`src/sv/hsl2rgb_pkg.sv`:
```
// Shared types and constants for the HSL to RGB converter.
package hsl2rgb_pkg;

   // Piece of the hue ramp that a channel's offset hue falls in
   typedef enum logic [1:0] {
      SEG_RISE = 2'd0,
      SEG_HIGH = 2'd1,
      SEG_FALL = 2'd2,
      SEG_LOW  = 2'd3
   } seg_type;

   // Channel lanes
   localparam int unsigned CH_RED   = 0;
   localparam int unsigned CH_GREEN = 1;
   localparam int unsigned CH_BLUE  = 2;
   localparam int unsigned NUM_CH   = 3;

endpackage

```
`src/sv/hsl_to_rgb_converter.sv`:
```
// Pipelined HSL to 8-bit RGB pixel converter.
//
// Usage:
//   Present a pixel on req_hue, req_saturation and req_lightness with start
//   high; it is taken at the rising edge where start is high and busy is low.
//   busy is always low, so one beat can be taken on every clock cycle.
//   Hue is a fraction of a turn (2^FRAC_BITS = one turn); saturation and
//   lightness carry FRAC_BITS fraction bits, so 2^FRAC_BITS means 1.0.
//   The result appears on rsp_red, rsp_green and rsp_blue for one cycle,
//   marked by rsp_valid, once the beat has passed the register stages below.
//   Throughput is one pixel per cycle; latency is set by the four register
//   stages: offsets and s*m product, per-channel ramp product, ramp sum,
//   and byte scaling with saturation to 0..255.
//   Results must be taken in the cycle they are shown; the receiver has no
//   way to stall the pipeline.
//   Synchronous reset clears the valid bits of every stage, so beats in
//   flight at reset are dropped; the data path is not reset.
module hsl_to_rgb_converter #(
   parameter int unsigned FRAC_BITS = 12
) (
   input  logic                 clock,
   input  logic                 reset,
   input  logic                 start,
   output logic                 busy,
   input  logic [FRAC_BITS-1:0] req_hue,
   input  logic [FRAC_BITS:0]   req_saturation,
   input  logic [FRAC_BITS:0]   req_lightness,
   output logic                 rsp_valid,
   output logic [7:0]           rsp_red,
   output logic [7:0]           rsp_green,
   output logic [7:0]           rsp_blue
);

   localparam int unsigned F   = FRAC_BITS;
   localparam int unsigned TW  = F + 2;       // offset hue, units of 1/(3*ONE) turn
   localparam int unsigned SW  = F + 2;       // signed saturation / lightness terms
   localparam int unsigned QW  = 2 * F + 4;   // q, p and s*m, units of 2^-(2F)
   localparam int unsigned VW  = 3 * F + 5;   // ramp value, units of 2^-(3F)
   localparam int unsigned NCH = hsl2rgb_pkg::NUM_CH;

   localparam logic [TW-1:0] T_HALF   = TW'(1) << (F - 1);
   localparam logic [TW-1:0] T_ONE    = TW'(1) << F;
   localparam logic [TW-1:0] T_3HALF  = TW'(3) << (F - 1);
   localparam logic [TW-1:0] T_TWO    = TW'(2) << F;
   localparam logic [TW-1:0] T_THREE  = TW'(3) << F;
   localparam logic signed [SW-1:0] S_ONE = SW'(1) << F;

   // Stage A registers
   logic                        valid_a_ff;
   logic signed [QW-1:0]        sm_a_ff, sm_a_in;
   logic [F:0]                  l_a_ff;
   logic [NCH-1:0][TW-1:0]      t_a_ff, t_a_in;

   // Stage B registers
   logic                        valid_b_ff;
   logic signed [QW-1:0]        q2_b_ff, q2_b_in;
   logic signed [QW-1:0]        p2_b_ff, p2_b_in;
   logic [NCH-1:0][VW-1:0]      prod_b_ff, prod_b_in;
   hsl2rgb_pkg::seg_type        seg_b_ff [NCH];
   hsl2rgb_pkg::seg_type        seg_b_in [NCH];

   // Stage C registers
   logic                        valid_c_ff;
   logic [NCH-1:0][VW-1:0]      v_c_ff, v_c_in;

   // Stage D registers
   logic                        valid_d_ff;
   logic [NCH-1:0][7:0]         byte_d_ff, byte_d_in;

   logic                        accept;
   logic signed [SW-1:0]        s_ext;
   logic signed [SW-1:0]        l_ext;
   logic signed [SW-1:0]        m_sel;
   logic [TW-1:0]               t_green;
   logic [TW-1:0]               t_red_raw;
   logic signed [QW-1:0]        l_one;

   assign busy   = 1'b0;
   assign accept = start && !busy;

   // Stage A: form s*m and the three offset hues
   always_comb begin
      s_ext = SW'(signed'({1'b0, req_saturation}));
      l_ext = SW'(signed'({1'b0, req_lightness}));
      // below one half q uses l*(1+s), else l + s*(1-l)
      if (req_lightness[F:F-1] == 2'b00) begin
         m_sel = l_ext;
      end else begin
         m_sel = S_ONE - l_ext;
      end
      sm_a_in = QW'(s_ext * m_sel);

      t_green   = {2'b00, req_hue} + {1'b0, req_hue, 1'b0};
      t_red_raw = t_green + T_ONE;
      if (t_red_raw >= T_THREE) begin
         t_a_in[hsl2rgb_pkg::CH_RED] = t_red_raw - T_THREE;
      end else begin
         t_a_in[hsl2rgb_pkg::CH_RED] = t_red_raw;
      end
      t_a_in[hsl2rgb_pkg::CH_GREEN] = t_green;
      if (t_green >= T_ONE) begin
         t_a_in[hsl2rgb_pkg::CH_BLUE] = t_green - T_ONE;
      end else begin
         t_a_in[hsl2rgb_pkg::CH_BLUE] = t_green + T_TWO;
      end
   end

   // Stage B: q and p, segment pick and slope product per channel
   always_comb begin
      logic [F-1:0] u;
      l_one   = QW'(signed'({1'b0, l_a_ff, {F{1'b0}}}));
      q2_b_in = l_one + sm_a_ff;
      p2_b_in = l_one - sm_a_ff;
      for (int c = 0; c < NCH; c++) begin
         priority if (t_a_ff[c] < T_HALF) begin
            seg_b_in[c] = hsl2rgb_pkg::SEG_RISE;
            u           = t_a_ff[c][F-1:0];
         end else if (t_a_ff[c] < T_3HALF) begin
            seg_b_in[c] = hsl2rgb_pkg::SEG_HIGH;
            u           = '0;
         end else if (t_a_ff[c] < T_TWO) begin
            seg_b_in[c] = hsl2rgb_pkg::SEG_FALL;
            u           = F'(T_TWO - t_a_ff[c]);
         end else begin
            seg_b_in[c] = hsl2rgb_pkg::SEG_LOW;
            u           = '0;
         end
         prod_b_in[c] = VW'(sm_a_ff * signed'({1'b0, u}));
      end
   end

   // Stage C: sum the ramp value in units of 2^-(3F)
   always_comb begin
      logic signed [VW-1:0] q_sc;
      logic signed [VW-1:0] p_sc;
      logic signed [VW-1:0] slope;
      q_sc = {q2_b_ff[QW-1], q2_b_ff, {F{1'b0}}};
      p_sc = {p2_b_ff[QW-1], p2_b_ff, {F{1'b0}}};
      for (int c = 0; c < NCH; c++) begin
         slope = {prod_b_ff[c][VW-3:0], 2'b00};
         unique case (seg_b_ff[c])
            hsl2rgb_pkg::SEG_RISE,
            hsl2rgb_pkg::SEG_FALL: v_c_in[c] = p_sc + slope;
            hsl2rgb_pkg::SEG_HIGH: v_c_in[c] = q_sc;
            hsl2rgb_pkg::SEG_LOW:  v_c_in[c] = p_sc;
            default:               v_c_in[c] = p_sc;
         endcase
      end
   end

   // Stage D: scale by 255, truncate and clamp to a byte
   always_comb begin
      logic [3*F+7:0] scaled;
      for (int c = 0; c < NCH; c++) begin
         scaled = {v_c_ff[c][3*F-1:0], 8'h00} - {8'h00, v_c_ff[c][3*F-1:0]};
         priority if (v_c_ff[c][VW-1] || (v_c_ff[c] == '0)) begin
            byte_d_in[c] = 8'h00;
         end else if (v_c_ff[c][VW-2:3*F] != '0) begin
            byte_d_in[c] = 8'hFF;
         end else begin
            byte_d_in[c] = scaled[3*F+7:3*F];
         end
      end
   end

   // Advance valid bits; drop beats in flight on reset
   always_ff @(posedge clock) begin
      if (reset) begin
         valid_a_ff <= 1'b0;
         valid_b_ff <= 1'b0;
         valid_c_ff <= 1'b0;
         valid_d_ff <= 1'b0;
      end else begin
         valid_a_ff <= accept;
         valid_b_ff <= valid_a_ff;
         valid_c_ff <= valid_b_ff;
         valid_d_ff <= valid_c_ff;
      end
   end

   // Advance the data path
   always_ff @(posedge clock) begin
      sm_a_ff   <= sm_a_in;
      l_a_ff    <= req_lightness;
      t_a_ff    <= t_a_in;
      q2_b_ff   <= q2_b_in;
      p2_b_ff   <= p2_b_in;
      prod_b_ff <= prod_b_in;
      seg_b_ff  <= seg_b_in;
      v_c_ff    <= v_c_in;
      byte_d_ff <= byte_d_in;
   end

   assign rsp_valid = valid_d_ff;
   assign rsp_red   = byte_d_ff[hsl2rgb_pkg::CH_RED];
   assign rsp_green = byte_d_ff[hsl2rgb_pkg::CH_GREEN];
   assign rsp_blue  = byte_d_ff[hsl2rgb_pkg::CH_BLUE];

   // Every beat taken comes out on rsp_valid after the four register stages
   a_latency: assert property (@(posedge clock) disable iff (reset)
      accept |-> ##4 rsp_valid)
      else $error("accepted beat did not emerge after four cycles");

   // No result without a matching beat taken earlier
   a_no_spurious: assert property (@(posedge clock) disable iff (reset)
      rsp_valid |-> $past(accept, 4))
      else $error("result strobe without matching beat");

   // Zero saturation gives grey
   a_grey: assert property (@(posedge clock) disable iff (reset)
      (accept && (req_saturation == '0)) |->
         ##4 ((rsp_red == rsp_green) && (rsp_green == rsp_blue)))
      else $error("zero saturation did not give equal channels");

   // Zero lightness gives black
   a_black: assert property (@(posedge clock) disable iff (reset)
      (accept && (req_lightness == '0)) |->
         ##4 ((rsp_red == 8'h00) && (rsp_green == 8'h00) && (rsp_blue == 8'h00)))
      else $error("zero lightness did not give black");

endmodule
```
`config.mk`:
```
export PLATFORM = sky130hd
export DESIGN_NAME = hsl_to_rgb_converter
export DESIGN_NICKNAME = d
export VERILOG_FILES = /design/src/sv/hsl2rgb_pkg.sv /design/src/sv/hsl_to_rgb_converter.sv
export SDC_FILE = /design/constraint.sdc
export NUM_CORES = 2
export LEC_CHECK = 0
export BUFFER_PORTS_ARGS = -buffer_cell sky130_fd_sc_hd__buf_2
export CAP_MARGIN = 20
export CELL_PAD_IN_SITES_DETAIL_PLACEMENT = 0
export CELL_PAD_IN_SITES_GLOBAL_PLACEMENT = 2
export CORE_MARGIN = 3
export CORE_UTILIZATION = 42
export CTS_CLUSTER_SIZE = 16
export DETAILED_ROUTE_END_ITERATION = 7
export PLACE_DENSITY = 0.92
export SKIP_CTS_REPAIR_TIMING = 1
export SLEW_MARGIN = 20
export SYNTH_ARGS = -nofsm -noshare
export SYNTH_HDL_FRONTEND = slang
export SYNTH_SLANG_ARGS = --single-unit
```
`constraint.sdc`:
```
create_clock -name clock -period 9.9 [get_ports clock]
set_input_delay 1.485 -clock clock [delete_from_list [all_inputs] [get_ports clock]]
set_output_delay 1.485 -clock clock [all_outputs]
set_load 0.05 [all_outputs]
```
---- Yosys cells after proc, flatten, opt, wreduce, memory -nomap -nowiden ----
Cells that the tools add are included.
storage, ports and cells
  register bits ........................... 413
  input bits .............................. 41
  output and inout port bits .............. 26
  word-level logic and storage cells ...... 110
operators by class
  add/sub/neg operators ................... 17
  multiply operators ...................... 4
  $lt $le $gt $ge ......................... 11
  equal/unequal tests ..................... 9
  muxes and demuxes ....................... 24
  reduce and logical (&&, ||, !) cells .... 19
operator list
  cell                      number
  $pmux W41 S3              3
  $sub A44 B36 Y44          3
  $add A40 B41 Y41          3
  $logic_not A41 Y1         3
  $mul A28 B13 Y39          3
  $mux W12                  9
  $lt A14 B12 Y1 const B    3
  $lt A14 B13 Y1 const B    3
  $lt A14 B14 Y1 const B    3
  $mux W14                  3
  $sub A1 B12 Y12 const A   3
  $add A26 B28 Y28          1
  $mul A14 B14 Y28          1
  $sub A26 B28 Y28          1
  $mux W8                   3
  $add A12 B13 Y14          1
  $add A14 B13 Y14 const B  1
  $add A14 B14 Y14 const B  1
  $ge A14 B13 Y1 const B    1
  $ge A14 B14 Y1 const B    1
  $sub A13 B13 Y14 const A  1
  $sub A14 B13 Y14 const B  1
  $sub A14 B14 Y14 const B  1
  $eq A2 B2 Y1 const B      6
  6 further kinds           25

---- Longest topological paths before layout ----
  depth in word-level cells ............... 5
  gate-level depth with buffers ........... 33
  gate-level depth less buffers ........... 30

---- Worst setup path before layout ----
OpenSTA, ideal clock, no wires.
  path kind ............................... register to register
  start ................................... register t_a_ff[28] (netlist name)
  end ..................................... register prod_b_ff[37] (netlist name)
  setup time .............................. 72 ps
  data arrival time ....................... 8145 ps
  required time ........................... 9828 ps
  setup slack ............................. 1683 ps
  cell stages (with the launch flop) ...... 33
  path buffers ............................ 3
  clock period less this slack ............ 8217 ps
  cells stage by stage .................... dfxtp_1 inv_1 clkbuf_1 buf_1 ha_1 or3b_2 or4b_1 or3_1 nor2b_1 a22oi_2 nor2_1 clkbuf_1 and2_1 ha_1 inv_1 fa_1 inv_1 fa_1 fa_1 inv_1 fa_1 inv_1 ha_1 and3_1 a221o_1 a41oi_1 o31a_1 o21ai_0 a31o_2 a21boi_0 o21bai_1 a21oi_1 xnor2_1
RTL lines
  what                    RTL line                     source
  end signal: assignment  hsl_to_rgb_converter.sv:188  prod_b_ff <= prod_b_in;
  end: declaration        hsl_to_rgb_converter.sv:58   logic [NCH-1:0][VW-1:0] prod_b_ff, prod_b_in;

==> summary.txt <==
Mapped Cells - 6,847
Core Box Area - 140,000 um2
FF/Latch Area - 7660 um2
Vias in the first global route - 48,900
Final WL - 184 mm
Synth cell types - 77
Mapped Nets - 8,465
Ports - 67
Hold Vio Cnt, Final - 0
Worst hold path type - reg -> reg
Final GP Congestion - 0.917
Max-Cap Viols - 0
DRT antenna net count - 0
Largest net degree at the start of global routing - 72
Syn Area/Cell - 8.71 um2
RSZ-0062 raised after global routing - false
Number of flops mapped to enable cells by yosys - 0
Die Y - 383 um
Max Clock Skew - 0.0666 ns
CP Data Arrival Time - 9.89 ns
Rows - 137
Most used DFF post-synth - dfxtp_1
Final min period - 9.33 ns
Die outline area - 146,000 um2
CP max stage cell - a2111oi_0
Tcrit/Tclk final - 0.943
Worst-path clk slew - 0.07 ns
Slew headroom - 0.230
First-pass GRT wire length - 288 mm
Placed wire-length estimate - 146 mm
Slew @ Worst Pin - 1.15 ns
Post-synth top area share - 0.338
H-tree depth - 2
Vias - 47,100
DRC Markers - 0
Bufs on Longest Clock Path - 3
Layout cells sized above 1 - 0.0549
Antenna violations before repair - 18
Flops & latches, synth - 382
Type of origin of the critical path - flop
Largest area contributor in the netlist - fa_1
Cell repeated most along the worst path - or3_4
YS warnings - 0
Count leader, synth - inv_1
FILL cells - 13,900
Crit Path Class - reg -> reg
# setup viols final - 0
Die W - 383 um
Crit-path cells - or3_4, or3_4, or3_4, or3_4, or3_4, nor3_2, and2_1, ha_1, fa_1, fa_1, fa_1, inv_1, fa_1, inv_1, ha_1, a21oi_1, nand2_1, nor3b_1, o21ai_0, a2111oi_0, o21ai_0, a21oi_1, o21bai_1, xnor2_1
Multi-input gate area - 45,800 um2
GRT overflow - 0
CP Capture Type - flop
Ys async rst share - 0
Largest cells by area after synthesis - fa_1 (34%), dfxtp_1 (13%), ha_1 (12%)
Nets@finish - 8,422
Layout area overhead - 7.24%
Clock Latency Late Sink - 0.67 ns
Status - finished clean
Max Slew Vio Count - 0
CTS sink count - 382
CP max FO - 31
DRC marker count from the first detailed-route iteration - 3,105
Initial Util - 0.425
Port-buffer cells - 65
Seq/Total Area, Yosys - 0.128
Required @ worst endpoint - 10.45 ns
GRT Util Overall - 0.255
Commonest cells post-synth - inv_1 (1,373), fa_1 (1,005), nand2_1 (813)
Vias per cell - 5.40
Num CTS Buffers - 49
First-pass iteration count of the detailed router - 5
Fmax - 107 MHz
CP peak stage delay - 0.95 ns
CTS tree - done
Clock Tree Root - clkbuf_16
Post-DR wirelength/cell - 21.0 um
Total Neg Setup Slack - 0 ns
Synthesized cell area - 59,600 um2
## metrics by stage
stage | util | instances | setup WS, ns | instance area [um2] | hold slack (ns)
floorplan | - | 6847 | 1.68 | 59600 | 0.350
global placement | 0.444 | 8629 | 0.961 | 62200 | 0.422
detailed placement | 0.444 | 8629 | 0.870 | 62200 | 0.425
CTS | 0.456 | 8720 | 0.971 | 63900 | 0.424
global route | 0.456 | 8720 | 0.268 | 63900 | 0.447
finish | 0.456 | 8727 | 0.568 | 63900 | 0.419
## logic make-up (layout without fill, tap and decap cells)
group                      count (synthesis)  after routing  share of synthesized area
adders and majority gates               1577           1577                      0.458
and+or+nand+nor                         1947           1947                      0.156
other                                      1              8                  0.0000629
xor gates and xnor gates                 281            281                     0.0413
DFF                                      382            382                      0.128
buffers and inverters                   1663           1660                      0.105
AOI/OAI and AO/OA                        916            916                     0.0977
muxes                                     80             80                     0.0140
## layout make-up
cell class                 count  area share
antenna                        7    0.000274
clock buffer                  58      0.0208
clock inverter                33     0.00540
inverter                    1380      0.0810
multi-input combinational   4802       0.716
sequential                   382       0.120
tap                         1876      0.0367
timing repair buffer         189      0.0197
## state kept, by name (all words and copies together), names as in the netlist
signal	flops
p2_b_ff	28
rsp_green	8
seg_b_ff	6
rsp_red	8
q2_b_ff	27
valid_a_ff	1
valid_c_ff	1
sm_a_ff	28
t_a_ff	18
rsp_valid	1
rsp_blue	8
l_a_ff	13
valid_b_ff	1
prod_b_ff	117
v_c_ff	117
## per-layer routing
layer / global-route usage / wire length [um]
met2: 0.419 / 84600
met5: 0 / 20
met1: 0.342 / 78300
met3: 0.0400 / 12800
met4: 0.0924 / 7820
## worst max-delay path, delay by kind of cell, from the launching register on
family | cells | cell delay (ns)
and+or+nand+nor | 9 | 3.86
adders and majority gates | 6 | 2.49
AOI/OAI and AO/OA | 6 | 2.25
DFF | 1 | 0.38
xor gates and xnor gates | 1 | 0.13
buffers and inverters | 2 | 0.10
## final timing paths
path                                       startpoint                     to  slack [ns]  depth (start not counted)
worst min register to register  prod_b_ff[50]$_DFF_P_     v_c_ff[52]$_DFF_P_        0.42                          1
worst max register to register     t_a_ff[30]$_DFF_P_  prod_b_ff[79]$_DFF_P_        0.57                         24
worst min-delay path            prod_b_ff[50]$_DFF_P_     v_c_ff[52]$_DFF_P_        0.42                          1
worst max-delay path               t_a_ff[30]$_DFF_P_  prod_b_ff[79]$_DFF_P_        0.57                         24
## layout by cell type (no fill, tap or decap), drive strengths merged, types with 8 or more instances in the layout
| cell | Yosys | routed |
|---|---|---|
| nor2 | 236 | 236 |
| buf | 12 | 189 |
| dfxtp | 382 | 382 |
| inv | 1377 | 1385 |
| nand3 | 50 | 50 |
| o31ai | 19 | 19 |
| nor4 | 81 | 81 |
| a22oi | 30 | 30 |
| xor2 | 81 | 81 |
| xnor2 | 200 | 200 |
| mux2i | 53 | 53 |
| a21o | 111 | 111 |
| fa | 1005 | 1005 |
| clkinv | 3 | 18 |
| nand2b | 55 | 55 |
| and3 | 31 | 31 |
| nor3 | 221 | 221 |
| or2 | 20 | 20 |
| o21ai | 194 | 194 |
| a31oi | 27 | 27 |
| ha | 572 | 572 |
| nor3b | 8 | 8 |
| clkbuf | 271 | 58 |
| nand4 | 26 | 26 |
| o21a | 55 | 55 |
| o22ai | 9 | 9 |
| a21oi | 273 | 273 |
| o211ai | 28 | 28 |
| nor2b | 96 | 96 |
| nand2 | 813 | 813 |
| mux2 | 27 | 27 |
| a2111oi | 10 | 10 |
| or3 | 17 | 17 |
| a211oi | 36 | 36 |
| and2 | 278 | 278 |
| o21bai | 33 | 33 |
| a211o | 12 | 12 |
| a21boi | 10 | 10 |
Power is not shown: default switching activity piles up to over one toggle a cycle in this logic, so the estimate is an artifact.
